--- config.mk ---
export PLATFORM = sky130hd
export DESIGN_NAME = lf_rfid_manchester_uplink_decoder
export DESIGN_NICKNAME = d
export VERILOG_FILES = /design/src/sv/lfmd_pkg.sv /design/src/sv/lfmd_regs.sv /design/src/sv/lfmd_core.sv /design/src/sv/lfmd_out.sv /design/src/sv/lf_rfid_manchester_uplink_decoder.sv
export SDC_FILE = /design/constraint.sdc
export NUM_CORES = 1
export LEC_CHECK = 0
export ABC_AREA = 1
export BUFFER_PORTS_ARGS = -buffer_cell sky130_fd_sc_hd__buf_2
export CORE_ASPECT_RATIO = 1.2
export CORE_UTILIZATION = 35
export CTS_CLUSTER_SIZE = 20
export DETAILED_ROUTE_END_ITERATION = 10
export PLACE_DENSITY_LB_ADDON = 0.3
export RECOVER_POWER = 25
export SYNTH_ARGS = -nofsm -noshare
export SYNTH_HDL_FRONTEND = slang
export SYNTH_SLANG_ARGS = --single-unit
export TNS_END_PERCENT = 10
--- constraint.sdc ---
create_clock -name clk -period 4.83 [get_ports clk]
set_clock_uncertainty 0.2 [all_clocks]
set_input_delay 0.7245 -clock clk [delete_from_list [all_inputs] [get_ports clk]]
set_output_delay 0.7245 -clock clk [all_outputs]
set_load 0.005 [all_outputs]
--- src/sv/lfmd_pkg.sv ---
// Shared types and constants of the Manchester uplink decoder.
// Depends on nothing; used by all decoder modules.
package lfmd_pkg;

	localparam int FrameBytesDefault = 8;
	localparam int CntW = 17;
	localparam logic [CntW-1:0] CntMax = '1;

	localparam logic [15:0] SyncMinHighRst = 16'd700;
	localparam logic [7:0]  SyncAttemptsRst = 8'd50;
	localparam logic [15:0] FirstDelayRst = 16'd650;
	localparam logic [15:0] BitDelayRst = 16'd350;
	localparam logic [16:0] EdgeTimeoutRst = 17'd7200;
	localparam logic [16:0] StartTimeoutRst = 17'd72000;

	// Register indexes (byte address divided by four).
	typedef enum logic [2:0] {
		REG_SYNC_MIN_HIGH = 3'd0,
		REG_SYNC_ATTEMPTS = 3'd1,
		REG_FIRST_DELAY   = 3'd2,
		REG_BIT_DELAY     = 3'd3,
		REG_EDGE_TIMEOUT  = 3'd4,
		REG_START_TIMEOUT = 3'd5,
		REG_SPARE6        = 3'd6,
		REG_SPARE7        = 3'd7
	} reg_idx_t;

	typedef enum logic [6:0] {
		PH_IDLE      = 7'b0000001,
		PH_HUNT_LOW  = 7'b0000010,
		PH_HUNT_HIGH = 7'b0000100,
		PH_WAIT_LOW  = 7'b0001000,
		PH_WAIT_HIGH = 7'b0010000,
		PH_DELAY     = 7'b0100000,
		PH_EDGE      = 7'b1000000
	} phase_t;

	localparam logic STATUS_OK = 1'b0;
	localparam logic STATUS_TIMEOUT = 1'b1;

	typedef struct packed {
		logic [15:0] sync_min_high;
		logic [7:0]  sync_attempts;
		logic [15:0] first_sample_delay;
		logic [15:0] bit_sample_delay;
		logic [16:0] edge_timeout;
		logic [16:0] start_timeout;
	} cfg_t;

	typedef struct packed {
		logic [7:0] byte_value;
		logic [2:0] byte_index;
		logic       status;
		logic       last;
	} result_t;

	function automatic logic [CntW-1:0] bump(input logic [CntW-1:0] c);
		return (c == CntMax) ? CntMax : c + 1'b1;
	endfunction

endpackage

--- src/sv/lfmd_regs.sv ---
// APB configuration registers of the Manchester uplink decoder.
// Depends on lfmd_pkg for the register indexes, reset values and cfg_t.
module lfmd_regs (
	input  logic                clk,
	input  logic                arst_n,
	input  logic                psel,
	input  logic                penable,
	input  logic                pwrite,
	input  logic [4:0]          paddr,
	input  logic [31:0]         pwdata,
	output logic [31:0]         prdata,
	output logic                pready,
	output lfmd_pkg::cfg_t      cfg
);

	lfmd_pkg::cfg_t   cfg_q;
	lfmd_pkg::reg_idx_t idx;
	logic             wr_en;

	assign idx = lfmd_pkg::reg_idx_t'(paddr[4:2]);
	assign pready = 1'b1;
	assign wr_en = psel & penable & pwrite & pready;
	assign cfg = cfg_q;

	always_ff @(posedge clk or negedge arst_n) begin
		if (!arst_n) begin
			cfg_q.sync_min_high      <= lfmd_pkg::SyncMinHighRst;
			cfg_q.sync_attempts      <= lfmd_pkg::SyncAttemptsRst;
			cfg_q.first_sample_delay <= lfmd_pkg::FirstDelayRst;
			cfg_q.bit_sample_delay   <= lfmd_pkg::BitDelayRst;
			cfg_q.edge_timeout       <= lfmd_pkg::EdgeTimeoutRst;
			cfg_q.start_timeout      <= lfmd_pkg::StartTimeoutRst;
		end else if (wr_en) begin
			unique case (idx)
				lfmd_pkg::REG_SYNC_MIN_HIGH: cfg_q.sync_min_high <= pwdata[15:0];
				lfmd_pkg::REG_SYNC_ATTEMPTS: cfg_q.sync_attempts <= pwdata[7:0];
				lfmd_pkg::REG_FIRST_DELAY:   cfg_q.first_sample_delay <= pwdata[15:0];
				lfmd_pkg::REG_BIT_DELAY:     cfg_q.bit_sample_delay <= pwdata[15:0];
				lfmd_pkg::REG_EDGE_TIMEOUT:  cfg_q.edge_timeout <= pwdata[16:0];
				lfmd_pkg::REG_START_TIMEOUT: cfg_q.start_timeout <= pwdata[16:0];
				default: begin
				end
			endcase
		end
	end

	always_comb begin
		unique case (idx)
			lfmd_pkg::REG_SYNC_MIN_HIGH: prdata = {16'd0, cfg_q.sync_min_high};
			lfmd_pkg::REG_SYNC_ATTEMPTS: prdata = {24'd0, cfg_q.sync_attempts};
			lfmd_pkg::REG_FIRST_DELAY:   prdata = {16'd0, cfg_q.first_sample_delay};
			lfmd_pkg::REG_BIT_DELAY:     prdata = {16'd0, cfg_q.bit_sample_delay};
			lfmd_pkg::REG_EDGE_TIMEOUT:  prdata = {15'd0, cfg_q.edge_timeout};
			lfmd_pkg::REG_START_TIMEOUT: prdata = {15'd0, cfg_q.start_timeout};
			default:                     prdata = 32'd0;
		endcase
	end

endmodule

--- src/sv/lfmd_core.sv ---
// Sync hunt, edge timing and Manchester bit assembly of the uplink decoder.
// Depends on lfmd_pkg for the phase encoding, cfg_t, result_t and bump().
module lfmd_core #(
	parameter int FRAME_BYTES = lfmd_pkg::FrameBytesDefault
) (
	input  logic                clk,
	input  logic                arst_n,
	input  lfmd_pkg::cfg_t      cfg,
	input  logic                step,
	input  logic                command,
	input  logic                level,
	output logic                res_valid,
	output lfmd_pkg::result_t   res
);

	localparam logic [3:0] FrameLen = 4'(FRAME_BYTES);

	lfmd_pkg::phase_t phase_q, phase_n;
	logic [16:0] tick_q, tick_n, miss;
	logic [7:0]  att_q, att_n;
	logic [5:0]  bit_q, bit_n;
	logic [7:0]  shift_q, shift_n, shift_in;
	logic        held_q, held_n;
	logic        fin;

	assign miss = lfmd_pkg::bump(tick_q);
	assign shift_in = {shift_q[6:0], held_q};
	assign fin = ({1'b0, bit_q[5:3]} + 4'd1) >= FrameLen;

	always_comb begin
		phase_n = phase_q;
		tick_n = tick_q;
		att_n = att_q;
		bit_n = bit_q;
		shift_n = shift_q;
		held_n = held_q;
		res_valid = 1'b0;
		res.byte_value = 8'd0;
		res.byte_index = 3'd0;
		res.status = lfmd_pkg::STATUS_TIMEOUT;
		res.last = 1'b1;
		if (command) begin
			phase_n = lfmd_pkg::PH_HUNT_LOW;
			tick_n = '0;
			att_n = '0;
			bit_n = '0;
			shift_n = '0;
			held_n = 1'b0;
		end else begin
			unique case (phase_q)
				lfmd_pkg::PH_IDLE: begin
				end
				lfmd_pkg::PH_HUNT_LOW: begin
					if (level) begin
						if (cfg.sync_min_high <= 16'd1) begin
							phase_n = lfmd_pkg::PH_WAIT_LOW;
							tick_n = '0;
						end else begin
							phase_n = lfmd_pkg::PH_HUNT_HIGH;
							tick_n = 17'd1;
						end
					end else begin
						tick_n = miss;
						if (miss >= cfg.edge_timeout) begin
							res_valid = 1'b1;
						end
					end
				end
				lfmd_pkg::PH_HUNT_HIGH: begin
					if (level) begin
						tick_n = miss;
						if (miss >= {1'b0, cfg.sync_min_high}) begin
							phase_n = lfmd_pkg::PH_WAIT_LOW;
							tick_n = '0;
						end
					end else begin
						att_n = (att_q == 8'hFF) ? att_q : att_q + 8'd1;
						phase_n = (att_n >= cfg.sync_attempts) ? lfmd_pkg::PH_WAIT_HIGH
							: lfmd_pkg::PH_HUNT_LOW;
						tick_n = '0;
					end
				end
				lfmd_pkg::PH_WAIT_LOW: begin
					if (!level) begin
						phase_n = lfmd_pkg::PH_WAIT_HIGH;
						tick_n = '0;
					end else begin
						tick_n = miss;
						if (miss >= cfg.edge_timeout) begin
							res_valid = 1'b1;
						end
					end
				end
				lfmd_pkg::PH_WAIT_HIGH: begin
					if (level) begin
						phase_n = lfmd_pkg::PH_DELAY;
						tick_n = {1'b0, cfg.first_sample_delay};
						bit_n = '0;
						shift_n = '0;
					end else begin
						tick_n = miss;
						if (miss >= cfg.start_timeout) begin
							res_valid = 1'b1;
						end
					end
				end
				lfmd_pkg::PH_DELAY: begin
					if (tick_q != '0) begin
						tick_n = tick_q - 17'd1;
					end else begin
						held_n = level;
						phase_n = lfmd_pkg::PH_EDGE;
					end
				end
				lfmd_pkg::PH_EDGE: begin
					if (level != held_q) begin
						bit_n = bit_q + 6'd1;
						phase_n = lfmd_pkg::PH_DELAY;
						tick_n = {1'b0, cfg.bit_sample_delay};
						shift_n = shift_in;
						if (bit_q[2:0] == 3'd7) begin
							res_valid = 1'b1;
							res.byte_value = shift_in;
							res.byte_index = bit_q[5:3];
							res.status = lfmd_pkg::STATUS_OK;
							res.last = fin;
							shift_n = '0;
							if (fin) begin
								phase_n = lfmd_pkg::PH_IDLE;
								tick_n = '0;
							end
						end
					end else begin
						tick_n = miss;
						if (miss >= cfg.edge_timeout) begin
							res_valid = 1'b1;
							res.byte_index = bit_q[5:3];
						end
					end
				end
				default: begin
					phase_n = lfmd_pkg::PH_IDLE;
				end
			endcase
			// A timeout sends the block back to idle.
			if (res_valid && res.status == lfmd_pkg::STATUS_TIMEOUT) begin
				phase_n = lfmd_pkg::PH_IDLE;
				tick_n = '0;
			end
		end
	end

	always_ff @(posedge clk or negedge arst_n) begin
		if (!arst_n) begin
			phase_q <= lfmd_pkg::PH_IDLE;
			tick_q <= '0;
			att_q <= '0;
			bit_q <= '0;
			shift_q <= '0;
			held_q <= 1'b0;
		end else if (step) begin
			phase_q <= phase_n;
			tick_q <= tick_n;
			att_q <= att_n;
			bit_q <= bit_n;
			shift_q <= shift_n;
			held_q <= held_n;
		end
	end

endmodule

--- src/sv/lfmd_out.sv ---
// Output word register of the uplink decoder, decoupling it from the sink.
// Depends on lfmd_pkg for result_t.
module lfmd_out (
	input  logic                clk,
	input  logic                arst_n,
	input  logic                load,
	input  lfmd_pkg::result_t   res,
	output logic                free,
	output logic                m_tvalid,
	input  logic                m_tready,
	output logic [15:0]         m_tdata,
	output logic [0:0]          m_tuser,
	output logic                m_tlast
);

	logic              valid_q;
	lfmd_pkg::result_t res_q;

	assign free = !valid_q || m_tready;
	assign m_tvalid = valid_q;
	assign m_tdata = {5'd0, res_q.byte_index, res_q.byte_value};
	assign m_tuser = res_q.status;
	assign m_tlast = res_q.last;

	always_ff @(posedge clk or negedge arst_n) begin
		if (!arst_n) begin
			valid_q <= 1'b0;
		end else if (load) begin
			valid_q <= 1'b1;
		end else if (m_tready) begin
			valid_q <= 1'b0;
		end
	end

	always_ff @(posedge clk) begin
		if (load) begin
			res_q <= res;
		end
	end

endmodule

--- src/sv/lf_rfid_manchester_uplink_decoder.sv ---
// Top level of the 125 kHz tag uplink Manchester decoder.
// Depends on lfmd_pkg, lfmd_regs, lfmd_core and lfmd_out.
//
// The decoder takes one word per microsecond tick on the slave stream: tuser
// carries the command (low for a sample tick, high to start a reception) and
// tdata bit 0 carries the demodulated tag level. After a start it hunts for a
// sync, a high level of at least sync_min_high ticks; after sync_attempts
// short pulses it gives up hunting and proceeds anyway. It then waits for a
// low and a high level, lets first_sample_delay ticks pass and reads
// FRAME_BYTES*8 Manchester bits, each bit being the level held before the
// mid-bit edge, with bit_sample_delay ticks after every edge. Every completed
// byte leaves on the master stream, first bit in the MSB, with its frame
// index; tlast marks the final byte. An edge wait that runs past
// edge_timeout (or start_timeout for the start high) sends one word with
// tuser high and tlast high, and the decoder goes idle. A start during a
// reception restarts it. Each word is processed by the tick logic, which
// runs combinationally between the state registers and the output word
// register, so a word is accepted every cycle while the output register is
// empty or being drained. The six registers sit at byte addresses 0x00 to
// 0x14 of the APB port; write them only while the decoder is idle.
module lf_rfid_manchester_uplink_decoder #(
	parameter int FRAME_BYTES = lfmd_pkg::FrameBytesDefault
) (
	input  logic        clk,
	input  logic        arst_n,
	// Configuration port.
	input  logic        psel,
	input  logic        penable,
	input  logic        pwrite,
	input  logic [4:0]  paddr,
	input  logic [31:0] pwdata,
	output logic [31:0] prdata,
	output logic        pready,
	// Tick stream in.
	input  logic        s_tvalid,
	output logic        s_tready,
	input  logic [7:0]  s_tdata,   // [0] level, [7:1] zero
	input  logic [0:0]  s_tuser,   // [0] command
	// Byte stream out.
	output logic        m_tvalid,
	input  logic        m_tready,
	output logic [15:0] m_tdata,   // [7:0] byte_value, [10:8] byte_index, [15:11] zero
	output logic [0:0]  m_tuser,   // [0] status
	output logic        m_tlast    // last
);

	lfmd_pkg::cfg_t    cfg;
	lfmd_pkg::result_t res;
	logic              res_valid;
	logic              step;
	logic              out_free;

	// A word is taken whenever the output register can take a result.
	assign s_tready = out_free;
	assign step = s_tvalid & s_tready;

	lfmd_regs u_regs (
		.clk     (clk),
		.arst_n  (arst_n),
		.psel    (psel),
		.penable (penable),
		.pwrite  (pwrite),
		.paddr   (paddr),
		.pwdata  (pwdata),
		.prdata  (prdata),
		.pready  (pready),
		.cfg     (cfg)
	);

	lfmd_core #(
		.FRAME_BYTES (FRAME_BYTES)
	) u_core (
		.clk       (clk),
		.arst_n    (arst_n),
		.cfg       (cfg),
		.step      (step),
		.command   (s_tuser[0]),
		.level     (s_tdata[0]),
		.res_valid (res_valid),
		.res       (res)
	);

	lfmd_out u_out (
		.clk      (clk),
		.arst_n   (arst_n),
		.load     (step & res_valid),
		.res      (res),
		.free     (out_free),
		.m_tvalid (m_tvalid),
		.m_tready (m_tready),
		.m_tdata  (m_tdata),
		.m_tuser  (m_tuser),
		.m_tlast  (m_tlast)
	);

endmodule

==> out/results.txt <==
The worst setup path is launched from a flip-flop. The relative area change from synthesis to final layout came out at 12.54%. The flow ran to the end, but the final reports show violations. For hold timing, the worst endpoint is u_regs.cfg[44]$_DFFE_PN0P_. For the number of endpoints with negative hold slack in the final report, the log shows 0. The worst hold path begins at u_regs.cfg[44]$_DFFE_PN0P_. TritonCTS built the clock tree. Clock-pin slew was measured on the worst setup and hold paths at 0.07 ns. The source-to-sink clock delay at the later pin of the worst-skew pair is 0.44 ns. The path class of the tightest hold or removal check is flip-flop to flip-flop. For the finished layout, the period the worst path requires is 4.392 ns. The logs give 0.0002509 V for the peak ir drop on the vdd network and 5 for the length of the first detailed-routing pass in iterations. In this run, the number of DRC markers left after iteration 0 of detailed routing was 690. The logic depth of the worst register-to-register path is 21.

The worst register-to-register path begins at u_core.tick_q[0]$_DFFE_PN0P_. In this run, distinct cell masters in the synthesized netlist total 52. The total count of max-transition violations in the final report is 87, and the tightest slew margin relative to the limit is -0.5033. For this run, the leading register cell type out of synthesis is sky130_fd_sc_hd__dfrtp_1. For the die area, the log shows 0.03045 mm2.

The checks that failed: max-capacitance violations, max-slew violations. With fillers left out, the area of the finished cells amounts to 0.01172 mm2. The run gives 106 as the number of ports placed on the die boundary.

At the pin with the least slew margin, the transition time is 2.255 ns. Along the worst path, the maximum fanout reaches 18. Synthesis produced 1442 cells. For the initial cell density of the core, the log shows 0.3589. Traced cell by cell, the critical path runs through inv_1 > nor3_2 > buf_4 > nand3_1 > nor3_1 > nand2_1 > nand3_1 > ha_1 > nand2_1 > nor2_1 > nand3_1 > o21ai_0 > nor2_1 > nand3_1 > nand3_1 > nand2_2 > nand2_4 > nand3_1 > nand2_1 > nand3_1 > nand2_1. The library cell used most frequently in the layout, excluding fill and tap cells, is sky130_fd_sc_hd__nand2_1. The share of post-route cells with drive strength above 1 is 0.1295, and the global-route track usage on met1 is 0.2733. The data arrival time of the worst path was 4.57 ns. The run gives 0 as the number of setup buffers added after CTS.

Cell seen most often among critical-path stages: sky130_fd_sc_hd__nand3_1. The tools report the accumulated negative setup slack as 0 ns. The post-synthesis area per instance works out to 7.222 um2. For this run, the top clock speed supported by timing is 227.7 MHz. After global routing, the most crowded layer is met2. The run gives 0.3702 as the portion of the post-synthesis area used by sequential elements. The global-route usage over all layers came out at 0.2156. The leakage power was 5.871 nW; the remaining global-route overflow was 0. The initial antenna violation count is 0. In this run the number of H-tree levels came out at 4. Gates resized during post-CTS repair numbered 0.

The synthesized cell area was 0.01041 mm2; the count of nets after finishing was 1617. The worst setup path is captured at a flip-flop. Leaving out filler cells and counting taps, the final layout contains 1898. The global-route wire length before repair was 50800 um; the max capacitance violation total was 1. In the routed layout, each cell is associated on average with a via count of 5.085.

For the pin count of the biggest net entering global routing, the log shows 87. The HPWL after detailed placement was 24450 um; the die boundary width was 159.5 um. The logs give 150 for the clock net sink count and 0.44 ns for the internal reg-to-reg setup slack.

The peak per-stage delay on the critical path came out at 0.51 ns. 0 antenna diodes ended up in the layout. The via count of the routed design is 9652. In this run the critical register-to-register path is captured at u_core.tick_q[8]$_DFFE_PN0P_.

The count of buffers added on input and output ports is 60. The longest clock path from root to sink contains 2 buffers. The final clock period utilization by the worst path came out at 0.9093. The post-synthesis sequential element count was 150; the routed wire length per instance was 16.66 um. At the worst endpoint, the required time is 5.01 ns. The tools report the number of warnings issued by yosys as 0.

The die is 191.0 um tall. The synthesized design contains 13 enable-type register cells. The detail route stage leaves a number of antenna-violating nets equal to 0.

The total detailed-routing wirelength was 31630 um. The run gives 17 as the CTS buffer count. The library cells used most frequently in the layout, excluding fill and tap cells, are 356 x sky130_fd_sc_hd__nand2_1, 202 x sky130_fd_sc_hd__inv_1, 143 x sky130_fd_sc_hd__o21ai_0. Row generation in the floorplan step produced 68 rows. The run gives 1866 as the post-placement cell count. The global placer's final weighted congestion is 0.9199. The share of synthesized registers carrying an async set or reset was 0.9133; the standard cell core area was 0.02901 mm2. Setup repair after global routing left no endpoint under its margin.

For the met2 layer usage reported by global route, the log shows 0.3621. The logs give 0.03189 for the met3 capacity usage during global routing and 0.01112 mm2 for the instance area at placement. The worst setup path is of the flip-flop to flip-flop kind. The cell sitting at the root of the clock tree is a sky130_fd_sc_hd__clkbuf_16. The via count of the first global-routing pass came out at 9421. The run gives 0 as the final setup violation count. The power per cell area works out to 393.9 mW/mm2. For the DRC violations left, the log shows 0.

The number of buffers inserted for hold repair after clock tree synthesis was 0. The standard cell with the maximum stage delay on the critical path was sky130_fd_sc_hd__dfrtp_1. The worst hold path was traced through 2 stages.
-- Yosys cell counts (22+ instances only) --
| cell | number | share of area |
|---|---|---|
| sky130_fd_sc_hd__a21oi_1 | 55 | 0.026 |
| sky130_fd_sc_hd__buf_4 | 22 | 0.016 |
| sky130_fd_sc_hd__clkbuf_1 | 25 | 0.0090 |
| sky130_fd_sc_hd__dfrtp_1 | 108 | 0.26 |
| sky130_fd_sc_hd__dfstp_2 | 29 | 0.073 |
| sky130_fd_sc_hd__ha_1 | 64 | 0.077 |
| sky130_fd_sc_hd__inv_1 | 202 | 0.073 |
| sky130_fd_sc_hd__nand2_1 | 356 | 0.13 |
| sky130_fd_sc_hd__nand3_1 | 105 | 0.050 |
| sky130_fd_sc_hd__nor2_1 | 104 | 0.037 |
| sky130_fd_sc_hd__nor3_1 | 25 | 0.012 |
| sky130_fd_sc_hd__o21ai_0 | 143 | 0.069 |
-- metrics by stage --
stage          utilization  total power, W  hold WS (ns)  setup WS, ns
6_report            0.4040        0.004616        0.2838        0.4380
5_1_grt             0.4040        0.004934        0.3190      0.006465
4_1_cts             0.4042        0.004638        0.1786        0.4845
3_5_place_dp        0.3833        0.003235        0.2730        0.4844
3_3_place_gp        0.3833        0.003218        0.2669        0.5191
2_1_floorplan            -        0.002790        0.2289         1.124
-- layer usage --
layer | part of all wire | vias up
met5 | 0 | -
met4 | 0.035 | 0
met3 | 0.041 | 58
met2 | 0.48 | 248
met1 | 0.45 | 4521
li1 | - | 4825
-- final cells by class --
type	count	area, um2
Sequential cell	150	3855
Timing Repair Buffer	84	493.0
Fill cell	2994	17290
Multi-Input combinational cell	1030	5470
Tap cell	385	481.7
Clock buffer	22	486.7
Inverter	217	814.5
Clock inverter	10	118.9
-- cell families after synthesis --
group           count (synthesis)  synth area share
simple gates                  653            0.2795
compound gates                286            0.1554
buf+inv                       281            0.1123
flops                         150            0.3702
fa+ha+maj                      64           0.07690
xor+xnor                        6          0.005046
other cells                     2         0.0007212
-- state kept, by name, summed over array words and instances, names as in the netlist --
name	count
u_out.m_tlast	1
u_core.tick_q	17
u_core.bit_q	6
u_out.m_tdata	11
u_core.att_q	8
u_out.m_tvalid	1
u_regs.cfg	90
u_core.held_q	1
u_core.shift_q	7
u_out.m_tuser	1
u_core.phase_q	7
-- how the worst max path moves through the flow --
stage,from,to,slack (ns),cells after the start
after floorplan,u_core.tick_q[0]$_DFFE_PN0P_,u_out.m_tdata[0]$_SDFFCE_PP0P_,1.12,19
after global placement,u_core.tick_q[5]$_DFFE_PN0P_,u_core.phase_q[1]$_DFFE_PN0P_,0.52,19
after detailed placement,u_core.tick_q[5]$_DFFE_PN0P_,u_core.phase_q[5]$_DFFE_PN0P_,0.48,19
after CTS,u_core.tick_q[0]$_DFFE_PN0P_,u_core.tick_q[8]$_DFFE_PN0P_,0.48,21
after global routing,u_core.tick_q[6]$_DFFE_PN0P_,u_core.phase_q[4]$_DFFE_PN0P_,0.006,19
final,u_core.tick_q[0]$_DFFE_PN0P_,u_core.tick_q[8]$_DFFE_PN0P_,0.44,21
-- where the power goes --
part	total [W]	switching [W]	internal, W
Combinational	0.00156	0.00104	0.000514
Sequential	0.00167	0.000167	0.00150
Clock	0.00139	0.000565	0.000824
-- worst max-delay path, delay by kind of cell, from the launching register on --
kind	cells	cell delay (ns)
AND/OR/NAND/NOR	17	2.85
AO/OA/AOI/OAI	1	0.10
buffers and inverters	2	0.38
adder cells (fa/ha/maj)	1	0.28
flip-flops	1	0.51
Power figures use the tool's default switching activity.
